**src/nosc_pkg.sv**
```systemverilog
// Shared types, constants and byte-class helper for the natural-order string comparator.
package nosc_pkg;

    // Default store depth in bytes for each string.
    localparam int MAX_LEN_DEF = 64;

    // Saturating decimal value of a digit run.
    localparam int           VALUE_W   = 32;
    localparam logic [31:0]  VALUE_CAP = 32'hFFFF_FFFF;

    // Byte classes, in ascending order.
    typedef logic [1:0] cls_t;
    localparam cls_t CLS_END    = 2'd0;
    localparam cls_t CLS_DIGIT  = 2'd1;
    localparam cls_t CLS_LETTER = 2'd2;
    localparam cls_t CLS_OTHER  = 2'd3;

    // Result codes (signed two-bit).
    localparam logic [1:0] ORD_LESS    = 2'b11;
    localparam logic [1:0] ORD_EQUAL   = 2'b00;
    localparam logic [1:0] ORD_GREATER = 2'b01;

    // Input action codes.
    localparam logic ACT_FIRST  = 1'b0;
    localparam logic ACT_SECOND = 1'b1;

    // Control from the loader to the compare walk.
    typedef struct packed {
        logic start;    // both strings ended, begin the compare
        logic take;     // result moved into the output register
    } walk_ctrl_t;

    // Status from the compare walk to the loader.
    typedef struct packed {
        logic busy;     // a compare is in flight or its result is pending
        logic done;     // result is ready
    } walk_stat_t;

    // Class of one byte.
    function automatic cls_t class_of(input logic [7:0] b);
        cls_t c;
        if (b == 8'h00) begin
            c = CLS_END;
        end else if (b >= 8'h30 && b <= 8'h39) begin
            c = CLS_DIGIT;
        end else if ((b >= 8'h41 && b <= 8'h5A) || (b >= 8'h61 && b <= 8'h7A)) begin
            c = CLS_LETTER;
        end else begin
            c = CLS_OTHER;
        end
        return c;
    endfunction

endpackage

```
**src/natural_order_string_compare_core.sv**
```systemverilog
// Natural-order string comparator: loads two zero-ended strings, returns their order.
//
// Bytes of either string are taken one per cycle while in_stall is low and stored (up
// to MAX_LEN non-zero bytes each; extra bytes are dropped and reported in truncated).
// The transaction carrying the zero byte that ends the second of the two strings starts
// the compare; in_stall is then high until the result has moved into the output
// register. The compare walk reads both stores through registered RAM ports; it fetches
// and then evaluates each byte position in letter and other runs, reads a digit run
// digit by digit in the first string and then in the second through the shared
// saturating x10 accumulator before comparing the two values, closes with an end
// check, and hands off the result when the output register is free or not stalled.
// Bytes for a string that has already ended are ignored. The output register lets the
// next pair load while a result waits.
module natural_order_string_compare_core
    import nosc_pkg::*;
#(
    parameter int MAX_LEN = MAX_LEN_DEF
) (
    input  logic              clk,
    input  logic              rst_n,
    input  logic              in_valid,
    output logic              in_stall,
    input  logic              action,
    input  logic [7:0]        char_byte,
    output logic              out_valid,
    input  logic              out_stall,
    output logic signed [1:0] order,
    output logic              truncated
);

    localparam int AW = $clog2(MAX_LEN);
    localparam int PW = $clog2(MAX_LEN+1);

    logic [PW-1:0] len_a_reg, len_a_next, len_b_reg, len_b_next;
    logic [1:0]    ended_reg, ended_next;
    logic          ovf_reg, ovf_next;
    logic          out_valid_reg, out_valid_next;
    logic [1:0]    order_reg;
    logic          trunc_reg;

    logic          in_acc;
    logic          live;
    logic [1:0]    act_bit;
    logic          we_a, we_b;
    logic          load_out;
    walk_ctrl_t    ctrl;
    walk_stat_t    stat;
    logic [AW-1:0] raddr_a, raddr_b;
    logic [7:0]    rdata_a, rdata_b;
    logic [1:0]    res_order;
    logic          res_trunc;

    assign in_stall = stat.busy;
    assign in_acc   = in_valid && !in_stall;
    assign act_bit  = (action == ACT_SECOND) ? 2'b10 : 2'b01;
    assign live     = in_acc && ((ended_reg & act_bit) == 2'b00);

    // Store writes for non-zero bytes with room left
    assign we_a = live && (action == ACT_FIRST) && (char_byte != 8'h00)
                  && (len_a_reg < PW'(MAX_LEN));
    assign we_b = live && (action == ACT_SECOND) && (char_byte != 8'h00)
                  && (len_b_reg < PW'(MAX_LEN));

    // Load bookkeeping; the pair clears as its compare starts
    always_comb
    begin
        len_a_next = len_a_reg;
        len_b_next = len_b_reg;
        ended_next = ended_reg;
        ovf_next   = ovf_reg;
        ctrl.start = 1'b0;
        ctrl.take  = load_out;
        if (live)
        begin
            if (char_byte == 8'h00)
            begin
                if ((ended_reg | act_bit) == 2'b11)
                begin
                    ctrl.start = 1'b1;
                    len_a_next = '0;
                    len_b_next = '0;
                    ended_next = 2'b00;
                    ovf_next   = 1'b0;
                end
                else
                begin
                    ended_next = ended_reg | act_bit;
                end
            end
            else if (we_a)
            begin
                len_a_next = len_a_reg + 1'b1;
            end
            else if (we_b)
            begin
                len_b_next = len_b_reg + 1'b1;
            end
            else
            begin
                ovf_next = 1'b1;
            end
        end
    end

    // Output register handoff
    assign load_out  = stat.done && (!out_valid_reg || !out_stall);

    always_comb
    begin
        out_valid_next = out_valid_reg;
        if (load_out)
        begin
            out_valid_next = 1'b1;
        end
        else if (out_valid_reg && !out_stall)
        begin
            out_valid_next = 1'b0;
        end
    end

    always_ff @(posedge clk or negedge rst_n)
    begin
        if (!rst_n)
        begin
            len_a_reg     <= '0;
            len_b_reg     <= '0;
            ended_reg     <= 2'b00;
            ovf_reg       <= 1'b0;
            out_valid_reg <= 1'b0;
        end
        else
        begin
            len_a_reg     <= len_a_next;
            len_b_reg     <= len_b_next;
            ended_reg     <= ended_next;
            ovf_reg       <= ovf_next;
            out_valid_reg <= out_valid_next;
        end
    end

    always_ff @(posedge clk)
    begin
        if (load_out)
        begin
            order_reg <= res_order;
            trunc_reg <= res_trunc;
        end
    end

    // String stores
    nosc_ram #(
        .WIDTH (8),
        .DEPTH (MAX_LEN)
    ) u_store_a (
        .clk   (clk),
        .we    (we_a),
        .waddr (len_a_reg[AW-1:0]),
        .wdata (char_byte),
        .raddr (raddr_a),
        .rdata (rdata_a)
    );

    nosc_ram #(
        .WIDTH (8),
        .DEPTH (MAX_LEN)
    ) u_store_b (
        .clk   (clk),
        .we    (we_b),
        .waddr (len_b_reg[AW-1:0]),
        .wdata (char_byte),
        .raddr (raddr_b),
        .rdata (rdata_b)
    );

    // Compare walk
    nosc_walk #(
        .MAX_LEN (MAX_LEN)
    ) u_walk (
        .clk       (clk),
        .rst_n     (rst_n),
        .ctrl      (ctrl),
        .len_a     (len_a_reg),
        .len_b     (len_b_reg),
        .ovf       (ovf_reg),
        .rd_addr_a (raddr_a),
        .rd_addr_b (raddr_b),
        .rd_data_a (rdata_a),
        .rd_data_b (rdata_b),
        .stat      (stat),
        .res_order (res_order),
        .res_trunc (res_trunc)
    );

    assign out_valid = out_valid_reg;
    assign order     = order_reg;
    assign truncated = trunc_reg;

endmodule

```
**src/nosc_ram.sv**
```systemverilog
// Generic single-write, single-read RAM with registered read data.
module nosc_ram #(
    parameter int WIDTH = 8,
    parameter int DEPTH = 64
) (
    input  logic                     clk,
    input  logic                     we,
    input  logic [$clog2(DEPTH)-1:0] waddr,
    input  logic [WIDTH-1:0]         wdata,
    input  logic [$clog2(DEPTH)-1:0] raddr,
    output logic [WIDTH-1:0]         rdata
);

    logic [WIDTH-1:0] mem [DEPTH];
    logic [WIDTH-1:0] rdata_reg;

    // Write port and registered read port
    always_ff @(posedge clk)
    begin
        if (we)
        begin
            mem[waddr] <= wdata;
        end
        rdata_reg <= mem[raddr];
    end

    assign rdata = rdata_reg;

endmodule

```
**src/nosc_dacc.sv**
```systemverilog
// Shared decimal accumulator: saturating acc * 10 + digit.
module nosc_dacc
    import nosc_pkg::*;
(
    input  logic [VALUE_W-1:0] acc,
    input  logic [3:0]         digit,
    output logic [VALUE_W-1:0] sum
);

    logic [VALUE_W+3:0] wide;

    // x10 as two shifts and an add, then clamp
    always_comb
    begin
        wide = ({4'b0, acc} << 3) + ({4'b0, acc} << 1) + {{VALUE_W{1'b0}}, digit};
        if (wide > {4'b0, VALUE_CAP})
        begin
            sum = VALUE_CAP;
        end
        else
        begin
            sum = wide[VALUE_W-1:0];
        end
    end

endmodule

```
**src/nosc_walk.sv**
```systemverilog
// Compare sequencer: walks both stores run by run and produces the order result.
module nosc_walk
    import nosc_pkg::*;
#(
    parameter int MAX_LEN = MAX_LEN_DEF
) (
    input  logic                         clk,
    input  logic                         rst_n,
    input  walk_ctrl_t                   ctrl,
    input  logic [$clog2(MAX_LEN+1)-1:0] len_a,
    input  logic [$clog2(MAX_LEN+1)-1:0] len_b,
    input  logic                         ovf,
    output logic [$clog2(MAX_LEN)-1:0]   rd_addr_a,
    output logic [$clog2(MAX_LEN)-1:0]   rd_addr_b,
    input  logic [7:0]                   rd_data_a,
    input  logic [7:0]                   rd_data_b,
    output walk_stat_t                   stat,
    output logic [1:0]                   res_order,
    output logic                         res_trunc
);

    localparam int AW = $clog2(MAX_LEN);
    localparam int PW = $clog2(MAX_LEN+1);

    typedef enum logic [8:0] {
        S_IDLE     = 9'b000000001,
        S_FETCH    = 9'b000000010,
        S_EVAL     = 9'b000000100,
        S_DA_FETCH = 9'b000001000,
        S_DA_EVAL  = 9'b000010000,
        S_DB_FETCH = 9'b000100000,
        S_DB_EVAL  = 9'b001000000,
        S_DCMP     = 9'b010000000,
        S_DONE     = 9'b100000000
    } state_t;

    state_t             state_reg, state_next;
    logic [PW-1:0]      ia_reg, ia_next, ib_reg, ib_next;
    logic [PW-1:0]      la_reg, la_next, lb_reg, lb_next;
    cls_t               run_reg, run_next;
    logic [VALUE_W-1:0] va_reg, va_next, vb_reg, vb_next;
    logic [1:0]         order_reg, order_next;
    logic               trunc_reg, trunc_next;

    logic [7:0]         byte_a, byte_b;
    cls_t               cls_a, cls_b;
    logic               in_a, in_b;
    logic               a_lt_b;
    logic [VALUE_W-1:0] acc_in, acc_sum;
    logic [3:0]         dig_in;

    // Read addresses follow the walk pointers; past the end reads as end
    assign rd_addr_a = (ia_reg < la_reg) ? ia_reg[AW-1:0] : '0;
    assign rd_addr_b = (ib_reg < lb_reg) ? ib_reg[AW-1:0] : '0;
    assign byte_a    = (ia_reg < la_reg) ? rd_data_a : 8'h00;
    assign byte_b    = (ib_reg < lb_reg) ? rd_data_b : 8'h00;
    assign cls_a     = class_of(byte_a);
    assign cls_b     = class_of(byte_b);
    assign in_a      = (cls_a == run_reg);
    assign in_b      = (cls_b == run_reg);
    assign a_lt_b    = (byte_a < byte_b);

    // One accumulator shared by both digit walks
    assign acc_in = (state_reg == S_DB_EVAL) ? vb_reg : va_reg;
    assign dig_in = (state_reg == S_DB_EVAL) ? byte_b[3:0] : byte_a[3:0];

    nosc_dacc u_dacc (
        .acc   (acc_in),
        .digit (dig_in),
        .sum   (acc_sum)
    );

    // Sequencer
    always_comb
    begin
        state_next = state_reg;
        ia_next    = ia_reg;
        ib_next    = ib_reg;
        la_next    = la_reg;
        lb_next    = lb_reg;
        run_next   = run_reg;
        va_next    = va_reg;
        vb_next    = vb_reg;
        order_next = order_reg;
        trunc_next = trunc_reg;
        unique case (state_reg)
            S_IDLE:
            begin
                if (ctrl.start)
                begin
                    la_next    = len_a;
                    lb_next    = len_b;
                    trunc_next = ovf;
                    ia_next    = '0;
                    ib_next    = '0;
                    run_next   = CLS_END;
                    state_next = S_FETCH;
                end
            end
            S_FETCH:
            begin
                state_next = S_EVAL;
            end
            S_EVAL:
            begin
                if (run_reg != CLS_END && (in_a || in_b))
                begin
                    // inside a letter or other run
                    if (in_a && in_b)
                    begin
                        if (byte_a != byte_b)
                        begin
                            order_next = a_lt_b ? ORD_LESS : ORD_GREATER;
                            state_next = S_DONE;
                        end
                        else
                        begin
                            ia_next    = ia_reg + 1'b1;
                            ib_next    = ib_reg + 1'b1;
                            state_next = S_FETCH;
                        end
                    end
                    else if (in_a)
                    begin
                        order_next = ORD_GREATER;
                        state_next = S_DONE;
                    end
                    else
                    begin
                        order_next = ORD_LESS;
                        state_next = S_DONE;
                    end
                end
                else if (cls_a != cls_b)
                begin
                    // start of a run: class order decides
                    order_next = (cls_a < cls_b) ? ORD_LESS : ORD_GREATER;
                    state_next = S_DONE;
                end
                else if (cls_a == CLS_END)
                begin
                    order_next = ORD_EQUAL;
                    state_next = S_DONE;
                end
                else if (cls_a == CLS_DIGIT)
                begin
                    va_next    = '0;
                    vb_next    = '0;
                    run_next   = CLS_END;
                    state_next = S_DA_FETCH;
                end
                else
                begin
                    run_next = cls_a;
                    if (byte_a != byte_b)
                    begin
                        order_next = a_lt_b ? ORD_LESS : ORD_GREATER;
                        state_next = S_DONE;
                    end
                    else
                    begin
                        ia_next    = ia_reg + 1'b1;
                        ib_next    = ib_reg + 1'b1;
                        state_next = S_FETCH;
                    end
                end
            end
            S_DA_FETCH:
            begin
                state_next = S_DA_EVAL;
            end
            S_DA_EVAL:
            begin
                if (cls_a == CLS_DIGIT)
                begin
                    va_next    = acc_sum;
                    ia_next    = ia_reg + 1'b1;
                    state_next = S_DA_FETCH;
                end
                else
                begin
                    state_next = S_DB_FETCH;
                end
            end
            S_DB_FETCH:
            begin
                state_next = S_DB_EVAL;
            end
            S_DB_EVAL:
            begin
                if (cls_b == CLS_DIGIT)
                begin
                    vb_next    = acc_sum;
                    ib_next    = ib_reg + 1'b1;
                    state_next = S_DB_FETCH;
                end
                else
                begin
                    state_next = S_DCMP;
                end
            end
            S_DCMP:
            begin
                if (va_reg != vb_reg)
                begin
                    order_next = (va_reg < vb_reg) ? ORD_LESS : ORD_GREATER;
                    state_next = S_DONE;
                end
                else
                begin
                    state_next = S_FETCH;
                end
            end
            S_DONE:
            begin
                if (ctrl.take)
                begin
                    state_next = S_IDLE;
                end
            end
            default:
            begin
                state_next = S_IDLE;
            end
        endcase
    end

    // Control registers
    always_ff @(posedge clk or negedge rst_n)
    begin
        if (!rst_n)
        begin
            state_reg <= S_IDLE;
            ia_reg    <= '0;
            ib_reg    <= '0;
            la_reg    <= '0;
            lb_reg    <= '0;
            run_reg   <= CLS_END;
        end
        else
        begin
            state_reg <= state_next;
            ia_reg    <= ia_next;
            ib_reg    <= ib_next;
            la_reg    <= la_next;
            lb_reg    <= lb_next;
            run_reg   <= run_next;
        end
    end

    // Payload registers
    always_ff @(posedge clk)
    begin
        va_reg    <= va_next;
        vb_reg    <= vb_next;
        order_reg <= order_next;
        trunc_reg <= trunc_next;
    end

    assign stat.busy = (state_reg != S_IDLE);
    assign stat.done = (state_reg == S_DONE);
    assign res_order = order_reg;
    assign res_trunc = trunc_reg;

    // Walk pointers never run past the stored lengths
    a_ptr_a: assert property (@(posedge clk) disable iff (!rst_n) ia_reg <= la_reg)
        else $error("first walk pointer past stored length");
    a_ptr_b: assert property (@(posedge clk) disable iff (!rst_n) ib_reg <= lb_reg)
        else $error("second walk pointer past stored length");
    // A compare starts only from idle
    a_start_idle: assert property (@(posedge clk) disable iff (!rst_n)
        ctrl.start |-> state_reg == S_IDLE)
        else $error("compare started while busy");
    // A pending result is held until taken, and never encodes -2
    a_done_hold: assert property (@(posedge clk) disable iff (!rst_n)
        (state_reg == S_DONE && !ctrl.take) |=> (state_reg == S_DONE))
        else $error("result dropped before taken");
    a_done_code: assert property (@(posedge clk) disable iff (!rst_n)
        state_reg == S_DONE |-> res_order != 2'b10)
        else $error("invalid order code");

endmodule
```
**config.mk**
```make
export PLATFORM = sky130hd
export DESIGN_NAME = natural_order_string_compare_core
export DESIGN_NICKNAME = d
export VERILOG_FILES = /design/src/nosc_pkg.sv /design/src/natural_order_string_compare_core.sv /design/src/nosc_ram.sv /design/src/nosc_dacc.sv /design/src/nosc_walk.sv
export SDC_FILE = /design/constraint.sdc
export NUM_CORES = 2
export LEC_CHECK = 0
export CAP_MARGIN = 25
export CORE_UTILIZATION = 56
export CTS_CLUSTER_DIAMETER = 50
export DETAILED_ROUTE_END_ITERATION = 10
export DONT_BUFFER_PORTS = 1
export GPL_ROUTABILITY_DRIVEN = 0
export PLACE_DENSITY = 0.71
export SLEW_MARGIN = 25
export SYNTH_ARGS = -nofsm -noshare
export SYNTH_HDL_FRONTEND = slang
export SYNTH_SLANG_ARGS = --single-unit
```
**constraint.sdc**
```tcl
create_clock -name clk -period 6 [get_ports clk]
set_input_delay 0.6 -clock clk [delete_from_list [all_inputs] [get_ports clk]]
set_output_delay 0.6 -clock clk [all_outputs]
set_load 0.005 [all_outputs]
```
==> flow_metrics.tcl <==
set metrics [dict create \
    drc_errors 0 \
    ir_drop_mv 0.3015 \
    swShare_pct 30.45 \
    antenna_found_initial 2 \
    synth_seq_cells 1167 \
    cts.sinks 1167 \
    tightestPinTransition_ns 1.020 \
    crit_arrival_ns 6.02 \
    dp_hpwl_um 74740 \
    setup_viol 0 \
    powerDensity_nw_per_um2 374.9 \
    row_count 110 \
    path_buf_inv 2 \
    p_int_uw 14640 \
    rsz0062_at_grt "false" \
    clk_pin_slew_ns 0.06 \
    fp.dieW_um 303.0 \
    fin_area_um2 56140 \
    drtIter0Drc 3950 \
    drtPass1Iterations 6 \
    hold_class "input port to register" \
    ys_seq_area_share_pct 68.20 \
    syn_nets 3817 \
    path_max_fanout 16 \
    yosys_warnings 0 \
    power_frac_seq_pct 43.6 \
    grt_max_degree 100 \
    dieArea_um2 91800 \
    fin_crit_ns 5.614 \
    skew_ns 0.05554 \
    grtUsageTotal_pct 27.73 \
    switchingPower_uw 6409 \
    postSynthCellCount 3681 \
    clk_latency_ns 0.73 \
    vias_per_cell 6.549 \
    critical_path.max_stage_delay_ns 0.52 \
    dpl_cell_area_um2 52060 \
    drv_cap 0 \
    grt_pass1_wl_um 190000 \
    critical_path_required_ns 6.41 \
    layout_commonest_cell "edfxtp_1" \
    top_regs "u_store_a.mem: 512 flops, u_store_b.mem: 512 flops" \
    synth_edf_count 1094 \
    leakage_uw 0.01898 \
    ant_nets 0 \
    cts_tree "yes" \
    crit_chain "ha_1 -> a21oi_1 -> o21ai_0 -> a211oi_4 -> and2_1 -> a21oi_1 -> fa_1 -> inv_1 -> fa_1 -> a211oi_1 -> o211ai_1 -> a211o_1 -> a2111oi_1 -> nor2_1 -> o41a_1 -> buf_4 -> a21oi_1 -> a21oi_1" \
    ctsLongestPathBuffers 3 \
    hold_depth 0 \
    cp_slowest_cell "fa_1" \
    fin_tns_setup_ns 0 \
    crit_family "compound AO/OA/AOI/OAI gates" \
    reg2regPathDepth 18 \
    period_share_pct 93.57 \
    status "completed" \
    io_buffers 0 \
    drt_wl_total_um 128100 \
    wl_per_cell_um 25.91 \
    p_clk_share_pct 34.0 \
    combinationalPowerShare_pct 22.4 \
    grt_pass1_vias 30901 \
    drv_slew 0 \
    end_kind "register" \
    synth.distinct_cells 86 \
    cp.depth 18 \
    async_flop_share_pct 4.884 \
    syn_avg_cell_area_um2 13.78 \
    nNetsFinal 3805 \
    die_y_um 303.0 \
    most-common-layout-cells "edfxtp_1 (1094), nor2_1 (270), a21oi_1 (255)" \
    n_fill_cell 6608 \
    syn-cell-area_um2 50730 \
    cts_root_buffer "clkbuf_16" \
    start_util_pct 56.45 \
    n_antenna_cell 0 \
    timing.fmax_mhz 178.1 \
    htree_levels 3 \
    syn2layout_area_growth_pct 10.66 \
    crit_type "register to register" \
    ioPinCount 18 \
    vias 32378 \
    synthFlopType "edfxtp_1" \
    coreArea_um2 89870 \
    grt_remaining_overflow 0 \
    slew_headroom_pct 31.70 \
    drive_above_1_share_pct 11.07 \
    cpMostUsedCell "a21oi_1" \
    cts_buffers 118 \
    start_kind "register" \
    hold_viol_final 0 \
]
[cell families after synthesis]
kind of cell | count (synthesis) | synth area share (%)
xor gates and xnor gates | 31 | 0.5352
DFF | 1167 | 68.20
adders and majority gates | 123 | 3.063
buffers and inverters | 295 | 2.242
and+or+nand+nor | 843 | 7.823
muxes | 232 | 5.290
AOI/OAI and AO/OA | 990 | 12.85
[routing by layer]
| metal | up-vias | routed length (um) | track usage [%] | part of all wire, % |
|---|---|---|---|---|
| li1 | 14405 | - | - | - |
| met1 | 16138 | 52000 | 38.95 | 41 |
| met2 | 1577 | 60190 | 43.70 | 47 |
| met3 | 254 | 11800 | 5.227 | 9.2 |
| met4 | 4 | 4082 | 9.392 | 3.2 |
| met5 | - | 18 | 0 | 0.014 |
[synth_stat cells (9+ instances only)]
cell type / instances / area (um^2)
o22ai_1: 106 / 663.1
nand2_1: 242 / 908.4
o21a_1: 14 / 105.1
or2_2: 28 / 175.2
o21ai_0: 177 / 885.9
dfxtp_1: 16 / 320.3
mux4_2: 22 / 495.5
a21oi_1: 258 / 1291
a21boi_0: 15 / 112.6
buf_1: 24 / 90.09
a22oi_1: 32 / 240.2
nor2_1: 271 / 1017
a21o_1: 29 / 217.7
nand3_1: 60 / 300.3
xnor2_1: 16 / 140.1
nor2b_1: 19 / 118.9
nand2b_1: 13 / 81.33
a211o_1: 11 / 96.34
a2111oi_0: 26 / 227.7
o211ai_1: 34 / 255.2
mux2i_1: 141 / 1411
nand3b_1: 11 / 82.58
xor2_1: 15 / 131.4
nor3_1: 37 / 185.2
or3b_2: 9 / 78.83
mux2_2: 69 / 777.0
a32oi_1: 9 / 78.83
inv_1: 70 / 262.8
a31oi_1: 30 / 187.7
edfxtp_1: 1094 / 32850
dfrtp_1: 56 / 1401
and3_1: 31 / 193.9
o21bai_1: 12 / 90.09
nand4_1: 18 / 112.6
and2_1: 17 / 106.4
o31ai_1: 37 / 277.8
a211oi_1: 31 / 232.7
ha_1: 121 / 1514
or3_1: 38 / 237.7
nor4_1: 24 / 150.1
clkbuf_1: 192 / 720.7
a221o_1: 18 / 180.2
o221ai_1: 54 / 473.0
o22a_1: 22 / 192.7
[worst reg2reg max path, cell delays in order, from the launching register on]
cell	delay (ns)
dfrtp_4	0.49
ha_1	0.29
a21oi_1	0.17
o21ai_0	0.22
a211oi_4	0.34
and2_1	0.20
a21oi_1	0.12
fa_1	0.52
inv_1	0.07
fa_1	0.48
a211oi_1	0.30
o211ai_1	0.17
a211o_1	0.37
a2111oi_1	0.36
nor2_1	0.17
o41a_1	0.47
buf_4	0.26
a21oi_1	0.20
a21oi_1	0.10
[stage by stage]
| stage | hold slack (ns) | total power [uW] | cells | util (%) | setup slack, ns |
|---|---|---|---|---|---|
| floorplan | 0.3044 | 12290 | 3681 | - | 0.05471 |
| global placement | 0.3067 | 13820 | 4705 | 57.92 | 0.3325 |
| detailed placement | 0.3059 | 13860 | 4705 | 57.93 | 0.2315 |
| CTS | 0.0001689 | 20990 | 4941 | 62.41 | 0.2384 |
| global route | 0.01506 | 21700 | 4944 | 62.47 | 0.04615 |
| finish | 0.03834 | 21050 | 4944 | 62.47 | 0.3857 |
[path summary, 6_finish.rpt]
kind / startpoint / endpoint / slack [ns]
worst min register to register: ovf_reg / u_walk.res_trunc / 0.46
worst max register to register: u_walk.ia_reg[2] / u_walk.va_reg[2] / 0.39
worst max-delay path: u_walk.ia_reg[2] / u_walk.va_reg[2] / 0.39
max in group asynchronous: rst_n / u_walk.ib_reg[2] / 5.27
worst min-delay path: char_byte[4] / u_store_a.mem[61][4] / 0.04
min in group asynchronous: rst_n / out_valid / 0.38
[area by class of cell]
cell class,instances,area (um^2),area share [%]
clock buffer,146,3078,5.483
clock inverter,73,668.1,1.190
inverter,72,270.3,0.4814
multi-input combinational,2219,15160,27.01
sequential,1167,34610,61.66
tap,1176,1471,2.621
timing repair buffer,91,875.8,1.560
[power by group through the flow]
| stage | clock network, uW | registers (uW) | logic (uW) |
|---|---|---|---|
| after floorplan | 0 | 9260 | 3030 |
| after global placement | 0 | 9340 | 4480 |
| after detailed placement | 0 | 9340 | 4520 |
| after CTS | 7200 | 9170 | 4620 |
| after global routing | 7510 | 9180 | 5010 |
| final | 7150 | 9180 | 4720 |
[what timing repair did]
item,CTS,global route
hold buffers,17,0
resized for setup,0,2
hold endpoints to repair,400,0
buffers inserted,0,2
endpoints found under the setup margin,0,60
(Power assumes the default switching activity.)
